File: config.mk
export PLATFORM = sky130hd
export DESIGN_NAME = key_press_event_detector_unit
export DESIGN_NICKNAME = d
export VERILOG_FILES = /design/src/rtl/kped_pkg.sv /design/src/rtl/kped_ram.sv /design/src/rtl/kped_fsm.sv /design/src/rtl/kped_fifo.sv /design/src/rtl/key_press_event_detector_unit.sv
export SDC_FILE = /design/constraint.sdc
export NUM_CORES = 1
export LEC_CHECK = 0
export BUFFER_PORTS_ARGS = -buffer_cell sky130_fd_sc_hd__buf_2
export CORE_UTILIZATION = 43
export CTS_BUF_LIST = sky130_fd_sc_hd__clkbuf_2 sky130_fd_sc_hd__clkbuf_4 sky130_fd_sc_hd__clkbuf_8
export DETAILED_ROUTE_END_ITERATION = 10
export GPL_TIMING_DRIVEN = 0
export RECOVER_POWER = 50
export SLEW_MARGIN = 20
export SYNTH_ARGS = -nofsm -noshare
export SYNTH_HDL_FRONTEND = slang
export SYNTH_SLANG_ARGS = --single-unit
File: constraint.sdc
create_clock -name clk_i -period 10.3 [get_ports clk_i]
set_input_delay 1.03 -clock clk_i [delete_from_list [all_inputs] [get_ports clk_i]]
set_output_delay 1.03 -clock clk_i [all_outputs]
set_load 0.005 [all_outputs]
File: src/rtl/kped_pkg.sv
`timescale 1ns / 1ps
// Shared types and constants for the key press event detector.
// No dependencies; used by kped_fsm, kped_fifo and the top level.
package kped_pkg;

  localparam int QUEUE_DEPTH = 16;
  localparam int CODE_W      = 8;
  localparam int PTR_W       = $clog2(QUEUE_DEPTH);
  localparam int CNT_W       = $clog2(QUEUE_DEPTH + 1);
  localparam int CFG_IDX_W   = 3;
  localparam int CFG_DATA_W  = 16;

  localparam logic [CODE_W-1:0] NULL_CODE = 8'd0;

  localparam logic [CFG_IDX_W-1:0] CFG_FILTER_TIME  = 3'd0;
  localparam logic [CFG_IDX_W-1:0] CFG_LONG_TIME    = 3'd1;
  localparam logic [CFG_IDX_W-1:0] CFG_REPEAT_SPEED = 3'd2;
  localparam logic [CFG_IDX_W-1:0] CFG_HOLD_REPEAT  = 3'd3;
  localparam logic [CFG_IDX_W-1:0] CFG_DOWN_CODE    = 3'd4;
  localparam logic [CFG_IDX_W-1:0] CFG_LONG_CODE    = 3'd5;
  localparam logic [CFG_IDX_W-1:0] CFG_UP_CODE      = 3'd6;

  typedef struct packed {
    logic [7:0]        filter_time;
    logic [15:0]       long_time;
    logic [7:0]        repeat_speed;
    logic [7:0]        hold_before_repeat;
    logic [CODE_W-1:0] down_code;
    logic [CODE_W-1:0] long_code;
    logic [CODE_W-1:0] up_code;
  } cfg_t;

  typedef struct packed {
    logic              push;
    logic [CODE_W-1:0] code;
  } push_t;

endpackage

File: src/rtl/kped_ram.sv
`timescale 1ns / 1ps
// Generic single-write, single-read synchronous RAM with registered read data.
// No dependencies.
module kped_ram #(
  parameter int WIDTH = 8,
  parameter int DEPTH = 16
) (
  input  logic                     clk_i,
  input  logic                     we_i,
  input  logic [$clog2(DEPTH)-1:0] waddr_i,
  input  logic [WIDTH-1:0]         wdata_i,
  input  logic                     re_i,
  input  logic [$clog2(DEPTH)-1:0] raddr_i,
  output logic [WIDTH-1:0]         rdata_o
);

  logic [WIDTH-1:0] mem_q [DEPTH];
  logic [WIDTH-1:0] rdata_q;

  always_ff @(posedge clk_i) begin
    if (we_i) begin
      mem_q[waddr_i] <= wdata_i;
    end
    if (re_i) begin
      rdata_q <= mem_q[raddr_i];
    end
  end

  assign rdata_o = rdata_q;

endmodule

File: src/rtl/kped_fsm.sv
`timescale 1ns / 1ps
// Configuration registers and the debounce / long press / repeat state machine.
// Depends on kped_pkg; emits at most one push request per tick to the event queue.
module kped_fsm (
  input  logic                             clk_i,
  input  logic                             rst_ni,
  input  logic                             cfg_we_i,
  input  logic [kped_pkg::CFG_IDX_W-1:0]   cfg_index_i,
  input  logic [kped_pkg::CFG_DATA_W-1:0]  cfg_wdata_i,
  input  logic                             tick_i,
  input  logic                             key_down_i,
  output kped_pkg::push_t                  push_o
);

  typedef enum logic [2:0] {
    ST_IDLE     = 3'd0,
    ST_DEBOUNCE = 3'd1,
    ST_HOLD     = 3'd2,
    ST_REPEAT   = 3'd3,
    ST_RELEASE  = 3'd4
  } state_e;

  kped_pkg::cfg_t cfg_q;
  state_e         state_q, state_d;
  logic [7:0]     filt_q, filt_d, filt_inc;
  logic [15:0]    hold_q, hold_d, hold_inc, hold_limit;
  logic           filt_done, hold_done;
  kped_pkg::push_t push;

  assign filt_inc  = (filt_q == 8'hFF) ? 8'hFF : filt_q + 8'd1;
  assign filt_done = filt_inc >= cfg_q.filter_time;
  assign hold_inc  = (hold_q == 16'hFFFF) ? 16'hFFFF : hold_q + 16'd1;

  always_comb begin
    if (state_q == ST_HOLD && cfg_q.long_time != 16'd0) begin
      hold_limit = cfg_q.long_time;
    end else if (state_q == ST_HOLD) begin
      hold_limit = {8'h00, cfg_q.hold_before_repeat};
    end else begin
      hold_limit = {8'h00, cfg_q.repeat_speed};
    end
  end

  assign hold_done = hold_inc >= hold_limit;

  always_comb begin
    state_d   = state_q;
    filt_d    = filt_q;
    hold_d    = hold_q;
    push.push = 1'b0;
    push.code = cfg_q.down_code;
    case (state_q)
      ST_IDLE: begin
        if (key_down_i) state_d = ST_DEBOUNCE;
      end
      ST_DEBOUNCE: begin
        filt_d = filt_done ? 8'd0 : filt_inc;
        if (filt_done) begin
          if (!key_down_i) begin
            state_d = ST_IDLE;
          end else if (cfg_q.long_time == 16'd0 && cfg_q.repeat_speed == 8'd0) begin
            push.push = 1'b1;
            state_d   = ST_RELEASE;
          end else begin
            state_d = ST_HOLD;
          end
        end
      end
      ST_HOLD: begin
        if (cfg_q.long_time != 16'd0) begin
          if (key_down_i) begin
            hold_d = hold_done ? 16'd0 : hold_inc;
            if (hold_done) begin
              push.push = 1'b1;
              push.code = cfg_q.long_code;
              state_d   = (cfg_q.repeat_speed == 8'd0) ? ST_RELEASE : ST_REPEAT;
            end
          end else begin
            push.push = 1'b1;
            hold_d    = 16'd0;
            state_d   = ST_RELEASE;
          end
        end else if (cfg_q.repeat_speed != 8'd0) begin
          if (key_down_i) begin
            hold_d = hold_done ? 16'd0 : hold_inc;
            if (hold_done) state_d = ST_REPEAT;
          end else begin
            push.push = 1'b1;
            hold_d    = 16'd0;
            state_d   = ST_RELEASE;
          end
        end else begin
          push.push = 1'b1;
          state_d   = ST_RELEASE;
        end
      end
      ST_REPEAT: begin
        if (cfg_q.repeat_speed != 8'd0 && key_down_i) begin
          hold_d = hold_done ? 16'd0 : hold_inc;
          if (hold_done) push.push = 1'b1;
        end else begin
          hold_d  = 16'd0;
          state_d = ST_RELEASE;
        end
      end
      ST_RELEASE: begin
        filt_d = filt_done ? 8'd0 : filt_inc;
        if (filt_done && !key_down_i) begin
          push.push = (cfg_q.up_code != kped_pkg::NULL_CODE);
          push.code = cfg_q.up_code;
          state_d   = ST_IDLE;
        end
      end
      default: begin
        state_d = ST_IDLE;
      end
    endcase
  end

  assign push_o.push = tick_i && push.push;
  assign push_o.code = push.code;

  always_ff @(posedge clk_i or negedge rst_ni) begin
    if (!rst_ni) begin
      state_q                  <= ST_IDLE;
      filt_q                   <= 8'd0;
      hold_q                   <= 16'd0;
      cfg_q.filter_time        <= 8'd5;
      cfg_q.long_time          <= 16'd0;
      cfg_q.repeat_speed       <= 8'd0;
      cfg_q.hold_before_repeat <= 8'd50;
      cfg_q.down_code          <= 8'd1;
      cfg_q.long_code          <= 8'd2;
      cfg_q.up_code            <= 8'd0;
    end else begin
      if (tick_i) begin
        state_q <= state_d;
        filt_q  <= filt_d;
        hold_q  <= hold_d;
      end
      if (cfg_we_i) begin
        case (cfg_index_i)
          kped_pkg::CFG_FILTER_TIME:  cfg_q.filter_time        <= cfg_wdata_i[7:0];
          kped_pkg::CFG_LONG_TIME:    cfg_q.long_time          <= cfg_wdata_i;
          kped_pkg::CFG_REPEAT_SPEED: cfg_q.repeat_speed       <= cfg_wdata_i[7:0];
          kped_pkg::CFG_HOLD_REPEAT:  cfg_q.hold_before_repeat <= cfg_wdata_i[7:0];
          kped_pkg::CFG_DOWN_CODE:    cfg_q.down_code          <= cfg_wdata_i[7:0];
          kped_pkg::CFG_LONG_CODE:    cfg_q.long_code          <= cfg_wdata_i[7:0];
          kped_pkg::CFG_UP_CODE:      cfg_q.up_code            <= cfg_wdata_i[7:0];
          default: begin
          end
        endcase
      end
    end
  end

endmodule

File: src/rtl/kped_fifo.sv
`timescale 1ns / 1ps
// Circular event queue: pointers and fill count around one event RAM.
// Depends on kped_pkg and kped_ram.
module kped_fifo (
  input  logic                        clk_i,
  input  logic                        rst_ni,
  input  kped_pkg::push_t             push_i,
  input  logic                        pop_i,
  output logic                        dropped_o,
  output logic                        hit_o,
  output logic [kped_pkg::CODE_W-1:0] rdata_o
);

  logic [kped_pkg::PTR_W-1:0] rd_q, rd_d, wr_q, wr_d;
  logic [kped_pkg::CNT_W-1:0] cnt_q, cnt_d;
  logic                       full, empty, we, re;

  assign full      = (cnt_q == kped_pkg::CNT_W'(kped_pkg::QUEUE_DEPTH));
  assign empty     = (cnt_q == '0);
  assign we        = push_i.push && !full;
  assign re        = pop_i && !empty;
  assign dropped_o = push_i.push && full;
  assign hit_o     = re;

  always_comb begin
    rd_d  = rd_q;
    wr_d  = wr_q;
    cnt_d = cnt_q;
    if (we) begin
      wr_d  = (wr_q == kped_pkg::PTR_W'(kped_pkg::QUEUE_DEPTH - 1)) ? '0 : wr_q + 1'b1;
      cnt_d = cnt_q + 1'b1;
    end else if (re) begin
      rd_d  = (rd_q == kped_pkg::PTR_W'(kped_pkg::QUEUE_DEPTH - 1)) ? '0 : rd_q + 1'b1;
      cnt_d = cnt_q - 1'b1;
    end
  end

  always_ff @(posedge clk_i or negedge rst_ni) begin
    if (!rst_ni) begin
      rd_q  <= '0;
      wr_q  <= '0;
      cnt_q <= '0;
    end else begin
      rd_q  <= rd_d;
      wr_q  <= wr_d;
      cnt_q <= cnt_d;
    end
  end

  kped_ram #(
    .WIDTH(kped_pkg::CODE_W),
    .DEPTH(kped_pkg::QUEUE_DEPTH)
  ) u_ram (
    .clk_i   (clk_i),
    .we_i    (we),
    .waddr_i (wr_q),
    .wdata_i (push_i.code),
    .re_i    (re),
    .raddr_i (rd_q),
    .rdata_o (rdata_o)
  );

endmodule

File: src/rtl/key_press_event_detector_unit.sv
`timescale 1ns / 1ps
// Top level of the key press event detector: input channel, result pipeline.
// Depends on kped_pkg, kped_fsm and kped_fifo.
//
// Input channel (in_valid_i / in_stall_o): each word is a tick carrying one
// key sample (operation_i = 0) or a pop request (operation_i = 1).
// Output channel (out_valid_o / out_stall_i): exactly one word per input
// word, in order: event_code_o, event_valid_o, event_dropped_o. A tick
// returns the null code with event_dropped_o set if its event found the
// 16-entry queue full; a pop returns the oldest event, or the null code
// with event_valid_o low when the queue is empty.
// Each accepted word passes through the event RAM read stage and then the
// output register to out_valid_o. One word is accepted every cycle while
// in_stall_o is low; state is updated at acceptance, so the next word sees
// it at once. When the receiver stalls, the output register and the RAM
// read stage hold their words; the input stalls once both are full.
// Reset returns the detector to idle, empties the queue and loads the
// register defaults; the event RAM itself is not cleared.
// Configuration (cfg_we_i, cfg_index_i, cfg_wdata_i) is to be written by the user
// only while the block is idle; the block itself does not enforce this.
module key_press_event_detector_unit (
  input  logic                             clk_i,
  input  logic                             rst_ni,
  input  logic                             in_valid_i,
  output logic                             in_stall_o,
  input  logic                             operation_i,
  input  logic                             key_down_i,
  output logic                             out_valid_o,
  input  logic                             out_stall_i,
  output logic [kped_pkg::CODE_W-1:0]      event_code_o,
  output logic                             event_valid_o,
  output logic                             event_dropped_o,
  input  logic                             cfg_we_i,
  input  logic [kped_pkg::CFG_IDX_W-1:0]   cfg_index_i,
  input  logic [kped_pkg::CFG_DATA_W-1:0]  cfg_wdata_i
);

  kped_pkg::push_t             push;
  logic                        accept, out_ready, s1_move;
  logic                        hit, dropped;
  logic [kped_pkg::CODE_W-1:0] rdata;
  logic                        s1_valid_q, s1_hit_q, s1_drop_q;
  logic                        out_valid_q, out_evalid_q, out_drop_q;
  logic [kped_pkg::CODE_W-1:0] out_code_q;

  assign out_ready  = !out_valid_q || !out_stall_i;
  assign in_stall_o = s1_valid_q && !out_ready;
  assign accept     = in_valid_i && !in_stall_o;
  assign s1_move    = s1_valid_q && out_ready;

  kped_fsm u_fsm (
    .clk_i       (clk_i),
    .rst_ni      (rst_ni),
    .cfg_we_i    (cfg_we_i),
    .cfg_index_i (cfg_index_i),
    .cfg_wdata_i (cfg_wdata_i),
    .tick_i      (accept && !operation_i),
    .key_down_i  (key_down_i),
    .push_o      (push)
  );

  kped_fifo u_fifo (
    .clk_i     (clk_i),
    .rst_ni    (rst_ni),
    .push_i    (push),
    .pop_i     (accept && operation_i),
    .dropped_o (dropped),
    .hit_o     (hit),
    .rdata_o   (rdata)
  );

  always_ff @(posedge clk_i or negedge rst_ni) begin
    if (!rst_ni) begin
      s1_valid_q  <= 1'b0;
      out_valid_q <= 1'b0;
    end else begin
      s1_valid_q <= accept || (s1_valid_q && !out_ready);
      if (out_ready) out_valid_q <= s1_valid_q;
    end
  end

  always_ff @(posedge clk_i) begin
    if (accept) begin
      s1_hit_q  <= hit;
      s1_drop_q <= dropped;
    end
    if (s1_move) begin
      out_code_q   <= s1_hit_q ? rdata : kped_pkg::NULL_CODE;
      out_evalid_q <= s1_hit_q;
      out_drop_q   <= s1_drop_q;
    end
  end

  assign out_valid_o     = out_valid_q;
  assign event_code_o    = out_code_q;
  assign event_valid_o   = out_evalid_q;
  assign event_dropped_o = out_drop_q;

`ifndef SYNTHESIS
  a_pop_not_dropped: assert property (@(posedge clk_i) disable iff (!rst_ni)
    out_valid_o && event_valid_o |-> !event_dropped_o)
    else $error("pop word flagged as dropped");

  a_null_when_empty: assert property (@(posedge clk_i) disable iff (!rst_ni)
    out_valid_o && !event_valid_o |-> event_code_o == kped_pkg::NULL_CODE)
    else $error("non-null code without a queued event");

  a_s1_held: assert property (@(posedge clk_i) disable iff (!rst_ni)
    s1_valid_q && out_valid_q && out_stall_i |=> s1_valid_q && out_valid_q)
    else $error("word lost in result pipeline under stall");
`endif

endmodule
* Word-level counts from Yosys, hierarchy flattened
Memories as Yosys holds them, arrays and structs flattened. A register that Yosys moved wholly into a read port is not among the register bits.
Cells that the tools add are included.
** Word-level totals
- Register bits after elaboration :: 118
- Memory bits (writable) :: 128
- Input port bits :: 26
- Output and inout port bits :: 12
- Logic and storage cells :: 143
- Memories :: 1
** Memories
- u_fifo.u_ram.mem_q :: depth 16, bits a word 8, read ports 1, clocked after memory_dff 1, write ports 1, line kped_ram.sv:17 : logic [WIDTH-1:0] mem_q [DEPTH];
** Cells by class
- Add/sub/neg operators :: 6
- Order comparisons :: 2
- Equality and inequality tests :: 22
- Muxes and demuxes :: 46
- Bitwise gates (word level) :: 1
- Reduce and logical (&&, ||, !) cells :: 45
** Operators with widths (number)
- 16-bit 2-to-1 mux :: 7
- 8-bit 2-to-1 mux :: 5
- 3-bit 2-to-1 mux :: 13
- 16-bit case mux with 2 select lines :: 1
- 9-bit 2-to-1 mux :: 2
- 2-bit AND reduction :: 9
- 16-bit by 1-bit adder with 16-bit output, second input constant :: 1
- 16-bit equality test, second input constant :: 1
- 16-bit >= comparator :: 1
- 16-bit zero test :: 1
- 8-bit case mux with 2 select lines :: 1
- 16-bit nonzero test :: 1
- 8-bit nonzero test :: 2
- 3-bit case mux with 5 select lines :: 1
- 1-bit logical AND :: 13
- 3-bit by 2-bit equality test with 1-bit output, second input constant :: 4
- 3-bit equality test, second input constant :: 4
- 1-bit 2-to-1 mux :: 11
- 5-bit 2-to-1 mux :: 2
- 4-bit by 1-bit adder with 4-bit output, second input constant :: 2
- 8-bit by 1-bit adder with 8-bit output, second input constant :: 1
- 4-bit equality test, second input constant :: 2
- 8-bit equality test, second input constant :: 1
- 8-bit >= comparator :: 1
- other kinds (20) :: 35

* Depth between registers and ports, before layout
Gate-level depths: netlist (run 1).
- Word-level depth :: 12
- Mapped depth :: 23
- Mapped depth without buffers :: 20

* By module
Synthesis (run 1) repeated with hierarchy kept, for this count alone.
** Unflattened totals
- Cell total of the unflattened synthesis :: 856
- Area total of the unflattened synthesis :: 11852.6 sq um
** By module, submodules not included
- kped_fsm :: times used 1, cells an instance 522, area each 5262.5 sq um, sequential area each 2285.9 sq um
- kped_ram :: times used 1, cells an instance 229, area each 5227.5 sq um, sequential area each 4083.9 sq um
- kped_fifo :: times used 1, cells an instance 75, area each 840.8 sq um, sequential area each 325.3 sq um
- key_press_event_detector_unit :: times used 1, cells an instance 30, area each 521.8 sq um, sequential area each 410.4 sq um

* Worst setup path before layout (run 1)
No wires, ideal clock.
- Path kind :: reg2reg
- From :: register u_fsm.hold_q[6]
- To :: register u_fifo.cnt_q[4] (netlist name)
- Library setup time :: 0.079 ns
- Arrival :: 4.354 ns
- Required time :: 10.221 ns
- Slack :: 5.866 ns
- Stages on the path, launching flop included :: 23
- Path buffers :: 4
- Clock period less this slack :: 4.434 ns
- Cells stage by stage :: dfrtp_1 > clkbuf_1 > and4_1 > and3_1 > nand2_1 > or3_1 > clkbuf_1 > clkbuf_1 > nand3_1 > ha_1 > nand4_1 > nor3_1 > o311ai_1 > nand3_1 > a31oi_4 > nor2_2 > buf_2 > inv_1 > fa_1 > a21o_1 > a21o_1 > mux2_2 > mux2i_1
** Between the ends
- Cells in the longest elaborated chain, start to end :: 10
- Elaborated cells on any way between the ends :: 14
- Classes of those cells :: add/sub (1); order compare (1); eq/ne (1); mux (8); reduce/logical (3)
** RTL lines
- start, declared :: line kped_fsm.sv:26 : logic [15:0] hold_q, hold_d, hold_inc, hold_limit;
- start signal, assigned :: line kped_fsm.sv:139 : hold_q <= hold_d;
- 16-bit by 1-bit adder with 16-bit output / 16-bit equality test (equally long branches) :: line kped_fsm.sv:32 : assign hold_inc = (hold_q == 16'hFFFF) ? 16'hFFFF : hold_q + 16'd1;
- 16-bit 2-to-1 mux * :: line kped_fsm.sv:32
- 16-bit >= comparator * :: line kped_fsm.sv:44 : assign hold_done = hold_inc >= hold_limit;
- 9-bit 2-to-1 mux :: line kped_fsm.sv:73 : if (hold_done) begin
- 1-bit 2-to-1 mux :: line kped_fsm.sv:71 : if (key_down_i) begin
- 1-bit 2-to-1 mux :: line kped_fsm.sv:70 : if (cfg_q.long_time != 16'd0) begin
- 1-bit case mux with 4 select lines * :: line kped_fsm.sv:52 : case (state_q)
- 1-bit logical AND * :: line kped_fsm.sv:120 : assign push_o.push = tick_i && push.push;
- 1-bit logical AND * :: line kped_fifo.sv:20 : assign we = push_i.push && !full;
- 5-bit 2-to-1 mux / 2-bit nonzero test (equally long branches)
- end signal, assigned :: line kped_fifo.sv:46 : cnt_q <= cnt_d;
- end, declared :: line kped_fifo.sv:15 : logic [kped_pkg::CNT_W-1:0] cnt_q, cnt_d;
Mark *: on every way between the ends. The rest lies on a longest branch, timed or not.
A chain may end at the register's enable or synchronous reset.

* Worst setup path after layout (run 1)
Ends and elaborated chain as after synthesis.

==> results of run 1 <==
==> sequential cells by signal, summed over array words and instances, names as in the netlist, 5 cells and up <==
name,flops
u_fifo.cnt_q,5
u_fifo.u_ram.rdata_o,8
u_fifo.u_ram.mem_q,128
event_code_o,8
u_fsm.filt_q,8
u_fsm.hold_q,16
u_fsm.cfg_q,64
==> layout make-up <==
cell class,count,share of cell area
flip-flops and latches,254,0.542
inverters,19,0.00544
clock inverters,11,0.00506
repair buffers,36,0.0131
plain buffers,35,0.0102
clock buffers,71,0.0650
multi-input cells,550,0.327
well taps,335,0.0320
==> layout by cell type, fill, tap and decap left out, drive strengths merged, types with 3 or more instances in the layout <==
cell	instances
xnor2	8
a221oi	8
nor2b	11
nor2	24
buf	35
nand4	5
mux2	70
nand4b	3
or3	4
o21ai	43
dfrtp	99
xor2	9
ha	34
and2	21
nand2	64
nor3b	3
mux2i	27
nand2b	12
or4	4
a21oi	37
dfstp	7
a21o	17
a211oi	3
clkbuf	107
edfxtp	148
inv	21
clkinv	8
nor3	6
nand3	19
a22o	24
mux4	16
a22oi	9
nor4	9
a221o	3
and3	25
a31oi	7
==> power groups by stage <==
stage / logic (mW) / registers, mW / clock network, mW
final: 0.738 / 1.30 / 0.930
after floorplan: 0.539 / 1.30 / 0
after CTS: 0.755 / 1.30 / 0.958
after global routing: 0.826 / 1.31 / 1.00
after global placement: 0.739 / 1.32 / 0
after detailed placement: 0.751 / 1.32 / 0
==> worst max path at each step <==
stage / start / depth (start not counted) / to
floorplan: u_fsm.hold_q[6] / 22 / u_fifo.cnt_q[4]
global placement: u_fsm.hold_q[6] / 22 / u_fifo.cnt_q[4]
detailed placement: u_fsm.hold_q[6] / 22 / u_fifo.cnt_q[4]
CTS: u_fsm.hold_q[6] / 22 / u_fifo.cnt_q[4]
global route: rst_ni / 2 / u_fsm.cfg_q[34]
finish: u_fsm.hold_q[6] / 22 / u_fifo.cnt_q[4]
==> routing by layer <==
| layer | routed length (um) | up-vias | GRT usage |
|---|---|---|---|
| li1 | - | 3441 | - |
| met1 | 11300 | 3573 | 0.247 |
| met2 | 11800 | 138 | 0.300 |
| met3 | 996 | 44 | 0.0319 |
| met4 | 612 | 0 | 0.0688 |
| met5 | 0 | - | 0 |
==> cells by family (layout without fill, tap and decap cells) <==
logic type      count (synthesis)  count (layout)
fa+ha+maj                      35              35
mux                           113             113
buf+inv                        54             172
xor+xnor                       17              17
compound gates                170             170
flops                         254             254
simple gates                  215             215
==> metrics by stage <==
stage	util	cell area [sq um]
finish	0.498	13100
global route	0.498	13100
floorplan	-	11600
global placement	0.464	12200
detailed placement	0.466	12300
CTS	0.501	13200
==> flow_metrics.tcl, run 1 <==
set metrics [dict create \
    drive_gt1_frac 0.210 \
    drt_wl_total_mm 24.7 \
    worst_slack_ns 4.50 \
    synth.most_common_cell "edfxtp_1" \
    numClockSinks 254 \
    fin_hold_ws_ns 0.430 \
    relSlewSlack -1.73 \
    cts-resized-gates 0 \
    cts_tree "built" \
    synth_top_family_by_area "multiplexers" \
    final_hold_viol_count 0 \
    cts_max_level 2 \
    register_area_sq_um 7110 \
    port_buffers 34 \
    pwr-share-comb 0.249 \
    regToRegSetupSlack_ns 4.50 \
    yosys.area.top_type_share 0.383 \
    ios 38 \
    core_area_sq_um 26300 \
    r2r_end "u_fifo.cnt_q[4]" \
    grt-ovfl-total 0 \
    hold_path_depth 0 \
    outcome "finished with violations" \
    hp-start "s1_drop_q" \
    areaGrowthSynthToFinish_pct 12.8 \
    dpl.hpwl_mm 16.9 \
    cap_viol_max_count 3 \
    clock_latency_ns 0.55 \
    crit_fanout 10 \
    synth_area_leader_cell "edfxtp_1" \
    slowest_stage "a31oi_1" \
    cts_buffers 44 \
    critical_path_class "flop to flop" \
    dp.cells 1229 \
    power_frac_seq 0.438 \
    rsz0062_at_grt "no" \
    slew_viol_final 110 \
    worstMarginPinSlew_ns 4.10 \
    post_cts_buffers 0 \
    p_switching_uw 901 \
    end_kind "flop" \
    finalSetupTns_ns 0 \
    path_buf_inv 5 \
    post-route-drc-count 2 \
    finalSetupViolCount 0 \
    yosysWarningCount 0 \
    fp.dieW_um 166 \
    via_per_inst 5.49 \
    critPathArrivalTime_ns 6.28 \
    post-route-period-util 0.563 \
    ctsHoldBuffers 0 \
    clock_path_buffers 3 \
    synthTopCellsByArea "edfxtp_1 (38%), dfrtp_1 (21%), mux2_2 (6.3%)" \
    hold_path_class "flop to flop" \
    initial_core_util 0.442 \
    r2r-start "u_fsm.hold_q[6]" \
    muxShareOfSynthArea 0.122 \
    synth_seq_cells 254 \
    drt_iter0_drc 405 \
    yosysUniqueCellTypes 62 \
    wire_per_inst_um 18.9 \
    grt_pass1_vias 7387 \
    path_delay_family "simple AND/OR/NAND/NOR gates" \
    intPower_mw 2.07 \
    worst-r2r-cell-count 22 \
    multi_input_area_sq_um 4280 \
    ir_drop_uv 137 \
    finClkSkew_ns 0.0261 \
    min_to "event_dropped_o" \
    synth_xor_area_frac 0.0128 \
    vias 7196 \
    gp_congestion 0.792 \
    switching_share 0.304 \
    postRouteAntennaNets 0 \
    clkPwrFrac 0.313 \
    synth_adder_area_share 0.0384 \
    powerDensity_nw_per_um2 227 \
    critical_path_required_ns 10.78 \
    crit_path_frequent_cell "clkbuf_1" \
    die_h_um 166 \
    startpoint_type "flop" \
    n_antenna_cell 0 \
    grt_usage 0.184 \
    grt_antenna_before_repair 0 \
    slowest_delay_ns 0.68 \
    post-route-min-period_ns 5.80 \
    max_freq_mhz 172 \
    synth_common_cells "edfxtp_1 (148), dfrtp_1 (99), mux2_2 (65), nand2_1 (64), o21ai_0 (38)" \
    yosys.area_share.simple 0.0977 \
    synth_compound_area_frac 0.0992 \
    clkTransAtPathRegs_ns 0.06 \
    async_flop_share 0.417 \
    synth_area_sq_um 11600 \
    syn_avg_cell_area_sq_um 13.5 \
    violations "DRC, capacitance limit, slew limit" \
    synth_edf_count 148 \
    synthFlopType "edfxtp_1" \
    drt-pass1-iter-count 8 \
    syn_nets 919 \
    fin_nets 1001 \
    seq_area_frac_synth 0.612 \
    instances_no_fill 1311 \
    post-place-ws_ns 4.90 \
    grt_max_degree 76 \
    crit_chain "clkbuf_1, and4_1, and3_1, nand2_1, or3_1, clkbuf_1, clkbuf_1, nand3_1, ha_1, a31oi_1, nor2b_1, o311ai_0, nand3_1, a31oi_1, nor2_1, buf_2, inv_1, ha_1, a21o_1, a21o_1, mux2_2, mux2i_1" \
    grt_pass1_wl_mm 39.9 \
    dieArea_sq_um 27700 \
    fillers 2369 \
    cts.root.buffer_cell "clkbuf_8" \
    fin_total_pwr_mw 2.97 \
    leakagePower_nw 5.24 \
    rows 59 \
    syn_inst 858 \
]
Power figures use the tool's default switching activity.
==> run 2, diff against run 1 <==
==> constraint.sdc (replaced) <==
create_clock -name clk_i -period 5.7 [get_ports clk_i]
set_input_delay 0.57 -clock clk_i [delete_from_list [all_inputs] [get_ports clk_i]]
set_output_delay 0.57 -clock clk_i [all_outputs]
set_load 0.005 [all_outputs]
==> flow_metrics.tcl, run 2 (synthesized netlist as in run 1, its figures left out) <==
set metrics [dict create \
    drive_gt1_frac 0.217 \
    cts_max_level 2 \
    max_freq_mhz 194 \
    powerDensity_nw_per_um2 409 \
    cts.root.buffer_cell "clkbuf_8" \
    cap_viol_max_count 3 \
    drt-pass1-iter-count 8 \
    hold_path_class "primary input to flop" \
    post-route-min-period_ns 5.16 \
    rows 59 \
    dpl.hpwl_mm 16.9 \
    drt_iter0_drc 503 \
    postRouteAntennaNets 0 \
    grt_pass1_vias 7387 \
    grt_max_degree 76 \
    top_regs "u_fifo.u_ram.mem_q (128), u_fsm.cfg_q (64), u_fsm.hold_q (16)" \
    numClockSinks 254 \
    fin_nets 1003 \
    cts_tree "built" \
    clock_latency_ns 0.55 \
    vias 7241 \
    top_register "u_fifo.u_ram.mem_q" \
    grt-ovfl-total 0 \
    cts_buffers 44 \
    slowest_stage "fa_1" \
    outcome "finished with violations" \
    clock_path_buffers 3 \
    post-route-drc-count 2 \
    final_hold_viol_count 0 \
    critical_path_class "flop to flop" \
    initial_core_util 0.442 \
    via_per_inst 5.51 \
    rsz0062_at_grt "no" \
    finClkSkew_ns 0.0317 \
    ir_drop_uv 248 \
    n_antenna_cell 0 \
    relSlewSlack -0.276 \
    die_h_um 166 \
    leakagePower_nw 5.26 \
    crit_fanout 10 \
    finalSetupViolCount 0 \
    wire_per_inst_um 18.9 \
    critPathArrivalTime_ns 5.63 \
    drt_wl_total_mm 24.8 \
    ios 38 \
    crit_chain "clkbuf_1, and4_1, and3_1, nand2_1, or3_1, clkbuf_1, clkbuf_2, nand3_1, ha_1, nand4_1, nor3_1, o311ai_1, nand3_1, a31oi_4, nor2_2, buf_2, inv_1, fa_1, a21o_1, a21o_1, mux2_2, mux2i_1" \
    final_cell_mix "edfxtp_1 (148), dfrtp_1 (99), mux2_2 (65)" \
    core_area_sq_um 26300 \
    slowest_delay_ns 0.48 \
    grt_pass1_wl_mm 39.9 \
    fillers 2365 \
    slew_viol_final 110 \
    end_kind "flop" \
    critical_path_required_ns 6.18 \
    port_buffers 34 \
    worstMarginPinSlew_ns 1.91 \
    fp.dieW_um 166 \
    post-route-period-util 0.905 \
    startpoint_type "flop" \
    clkTransAtPathRegs_ns 0.06 \
    violations "DRC, capacitance limit, slew limit" \
    finalSetupTns_ns 0 \
    grt_usage 0.184 \
    largest_reg_flops 128 \
    grt_antenna_before_repair 0 \
    finalCoreUtilization 0.500 \
    gp_congestion 0.792 \
    dieArea_sq_um 27700 \
    areaGrowthSynthToFinish_pct 13.2 \
    layout_commonest_cell "edfxtp_1" \
]
==> run 2: final timing paths <==
check,to,slack (ns),cells after the start,from
min,s1_valid_q,0.23,2,in_valid_i
min reg2reg,event_dropped_o,0.43,0,s1_drop_q
max,u_fifo.cnt_q[4],0.54,22,u_fsm.hold_q[6]
max in group asynchronous,u_fsm.filt_q[0],1.96,3,rst_ni
max reg2reg,u_fifo.cnt_q[4],0.54,22,u_fsm.hold_q[6]
min in group asynchronous,u_fsm.cfg_q[53],1.06,2,rst_ni
==> run 2: metrics by stage <==
stage | setup slack [ns] | instance area, sq um | hold WS, ns | cells | power, mW
after floorplan | 1.27 | 11600 | 0.274 | 858 | 3.32
after CTS | 0.301 | 13200 | 0.209 | 1312 | 5.45
after detailed placement | 0.301 | 12300 | 0.406 | 1229 | 3.74
after global routing | 0.0537 | 13100 | 0.227 | 1313 | 5.69
after global placement | 0.303 | 12200 | 0.403 | 1227 | 3.72
final | 0.544 | 13100 | 0.235 | 1313 | 5.37
==> run 2: critical path, delay by kind of cell, from the launching register on <==
kind	cells	cell delay, ns
muxes	2	0.38
adders and majority gates	2	0.64
and+or+nand+nor	9	1.95
buffers and inverters	5	1.08
DFF	1	0.33
AOI/OAI and AO/OA	4	0.69
==> run 2: area by class of cell <==
type                       instances  area (sq um)  area share
buffer                            35           135      0.0103
clock buffer                      71           852      0.0648
clock inverter                    11          66.3     0.00505
inverter                          19          71.3     0.00543
multi-input combinational        550          4310       0.328
sequential                       254          7110       0.541
tap                              335           419      0.0319
timing repair buffer              38           188      0.0143
==> run 2: what timing repair did <==
item / CTS / global route
hold endpoints to repair: 31 / 0
endpoints found under the setup margin: 0 / 11
setup buffers: 0 / 1
gates resized for setup: 0 / 2
hold buffers: 1 / 0
==> run 2: where the power goes <==
group          total (mW)  internal [mW]  switching [mW]  leakage [nW]
registers            2.35           2.22           0.131          2.66
logic                1.34          0.564           0.773          2.11
clock network        1.68          0.953           0.728         0.498
==> run 2: layer usage <==
metal / routed length (um) / up-vias / track usage
li1: - / 3446 / -
met1: 11300 / 3596 / 0.247
met2: 11800 / 150 / 0.300
met3: 1030 / 49 / 0.0319
met4: 661 / 0 / 0.0688
met5: 0 / - / 0
==> run 3, diff against run 2 <==
--- a/config.mk
+++ b/config.mk
@@ -6,10 +6,13 @@
 export NUM_CORES = 1
 export LEC_CHECK = 0
 export BUFFER_PORTS_ARGS = -buffer_cell sky130_fd_sc_hd__buf_2
+export CELL_PAD_IN_SITES_DETAIL_PLACEMENT = 0
+export CELL_PAD_IN_SITES_GLOBAL_PLACEMENT = 2
 export CORE_UTILIZATION = 43
 export CTS_BUF_LIST = sky130_fd_sc_hd__clkbuf_2 sky130_fd_sc_hd__clkbuf_4 sky130_fd_sc_hd__clkbuf_8
 export DETAILED_ROUTE_END_ITERATION = 10
 export GPL_TIMING_DRIVEN = 0
+export PLACE_DENSITY_LB_ADDON = 0.1
 export RECOVER_POWER = 50
 export SLEW_MARGIN = 20
 export SYNTH_ARGS = -nofsm -noshare
==> flow_metrics.tcl, run 3 (synthesized netlist as in run 1, its figures left out) <==
set metrics [dict create \
    ir_drop_uv 149 \
    clkTransAtPathRegs_ns 0.06 \
    port_buffers 34 \
    rsz0062_at_grt "no" \
    grt_max_degree 75 \
    drt_iter0_drc 517 \
    switching_share 0.306 \
    largest_reg_flops 128 \
    dpl.hpwl_mm 18.8 \
    post-route-drc-count 1 \
    startpoint_type "flop" \
    slowest_stage "nor2_1" \
    p_switching_mw 1.67 \
    grt_usage 0.200 \
    areaGrowthSynthToFinish_pct 13.3 \
    critical_path_class "flop to flop" \
    drive_gt1_frac 0.214 \
    dieArea_sq_um 27700 \
    slowest_delay_ns 0.58 \
    vias 7269 \
    pwr-share-comb 0.253 \
    final_cell_mix "edfxtp_1 (148), dfrtp_1 (99), nand2_1 (64), mux2_2 (64), clkbuf_8 (53)" \
    crit_chain "clkbuf_1, nor2b_1, nand2b_1, clkbuf_1, nor2_1, nand2_1, ha_1, nand4_1, nor3_1, o311ai_1, nand3_2, a31oi_4, nor2_2, buf_2, inv_1, fa_1, a21o_1, a21o_1, mux2_2, mux2i_1" \
    outcome "finished with violations" \
    n_antenna_cell 0 \
    final_hold_viol_count 0 \
    post-route-min-period_ns 5.21 \
    drt_wl_total_mm 26.7 \
    rows 59 \
    wire_per_inst_um 20.4 \
    post-route-period-util 0.914 \
    path_buf_inv 4 \
    hold_path_class "primary input to flop" \
    gp_congestion 0.801 \
    drt-pass1-iter-count 8 \
    cts.root.buffer_cell "clkbuf_8" \
    top_register "u_fifo.u_ram.mem_q" \
    post_cts_buffers 0 \
    intPower_mw 3.78 \
    worst_slack_ns 0.491 \
    clock_latency_ns 0.56 \
    leakagePower_nw 5.26 \
    ios 38 \
    end_kind "flop" \
    max_freq_mhz 192 \
    grt-ovfl-total 0 \
    clkPwrFrac 0.314 \
    crit_fanout 10 \
    cts_max_level 2 \
    postRouteAntennaNets 0 \
    fin_total_pwr_mw 5.45 \
    cts_buffers 43 \
    violations "DRC, capacitance limit, slew limit" \
    numClockSinks 254 \
    via_per_inst 5.55 \
    grt_antenna_before_repair 0 \
    grt_pass1_wl_mm 42.8 \
    initial_core_util 0.442 \
    fin_nets 1000 \
    finalSetupTns_ns 0 \
    die_h_um 166 \
    finalCoreUtilization 0.501 \
    layout_commonest_cell "edfxtp_1" \
    slew_viol_final 120 \
    grt_pass1_vias 7685 \
    cap_viol_max_count 3 \
    power_frac_seq 0.432 \
    critPathArrivalTime_ns 5.70 \
    relSlewSlack -0.247 \
    critical_path_required_ns 6.19 \
    finalSetupViolCount 0 \
    post-place-ws_ns 0.263 \
    core_area_sq_um 26300 \
    fp.dieW_um 166 \
    path_delay_family "simple AND/OR/NAND/NOR gates" \
    finClkSkew_ns 0.0319 \
    powerDensity_nw_per_um2 414 \
    worstMarginPinSlew_ns 1.87 \
    clock_path_buffers 3 \
    cts_tree "built" \
    fin_hold_ws_ns 0.232 \
    top_regs "u_fifo.u_ram.mem_q (128), u_fsm.cfg_q (64), u_fsm.hold_q (16)" \
]
-- run 3: cell type report --
class | instances | area (sq um)
fillers | 2282 | 13100
flip-flops and latches | 254 | 7110
plain buffers | 35 | 135
repair buffers | 36 | 178
well taps | 335 | 419
clock inverters | 5 | 41.3
clock buffers | 75 | 895
inverters | 19 | 71.3
multi-input cells | 550 | 4310
-- run 3: worst reg2reg max path, stage by stage (launching register included) --
cell	delay, ns
dfrtp_1	0.35
clkbuf_1	0.19
nor2b_1	0.27
nand2b_1	0.08
clkbuf_1	0.23
nor2_1	0.59
nand2_1	0.17
ha_1	0.33
nand4_1	0.13
nor3_1	0.31
o311ai_1	0.18
nand3_2	0.19
a31oi_4	0.19
nor2_2	0.27
buf_2	0.27
inv_1	0.15
fa_1	0.47
a21o_1	0.18
a21o_1	0.21
mux2_2	0.27
mux2i_1	0.12
-- run 3: power groups by stage --
stage | Sequential [mW] | Clock, mW | Combinational, mW
floorplan | 2.34 | 0 | 0.973
global placement | 2.38 | 0 | 1.35
detailed placement | 2.39 | 0 | 1.40
CTS | 2.35 | 1.76 | 1.40
global route | 2.38 | 1.84 | 1.53
finish | 2.35 | 1.71 | 1.38
-- run 3: per-layer routing --
layer / vias up / GRT usage / wire (um)
met2: 142 / 0.342 / 13100
met3: 56 / 0.0291 / 895
met4: 0 / 0.0878 / 967
li1: 3434 / - / -
met5: - / 0 / 0
met1: 3637 / 0.253 / 11700
-- run 3: worst paths after layout --
kind | start | end | slack, ns | cells after the start
max | u_fsm.state_q[2] | u_fifo.cnt_q[4] | 0.49 | 20
min | in_valid_i | s1_valid_q | 0.23 | 2
max reg2reg | u_fsm.state_q[2] | u_fifo.cnt_q[4] | 0.49 | 20
min reg2reg | s1_drop_q | event_dropped_o | 0.42 | 0
max in group asynchronous | rst_ni | u_fsm.cfg_q[14] | 1.93 | 3
min in group asynchronous | rst_ni | u_fsm.hold_q[14] | 1.10 | 2
-- run 3: timing repair --
action | in CTS | in global routing
endpoints found under the hold margin | 31 | 0
resized for setup | 0 | 3
hold buffers | 1 | 0
endpoints found under the setup margin | 0 | 1
-- run 3: metrics by stage --
step                      instance area [sq um]  std cells
after global placement                    12200       1227
after CTS                                 13200       1309
after floorplan                           11600        858
after detailed placement                  12300       1228
after global routing                      13200       1309
final                                     13200       1309
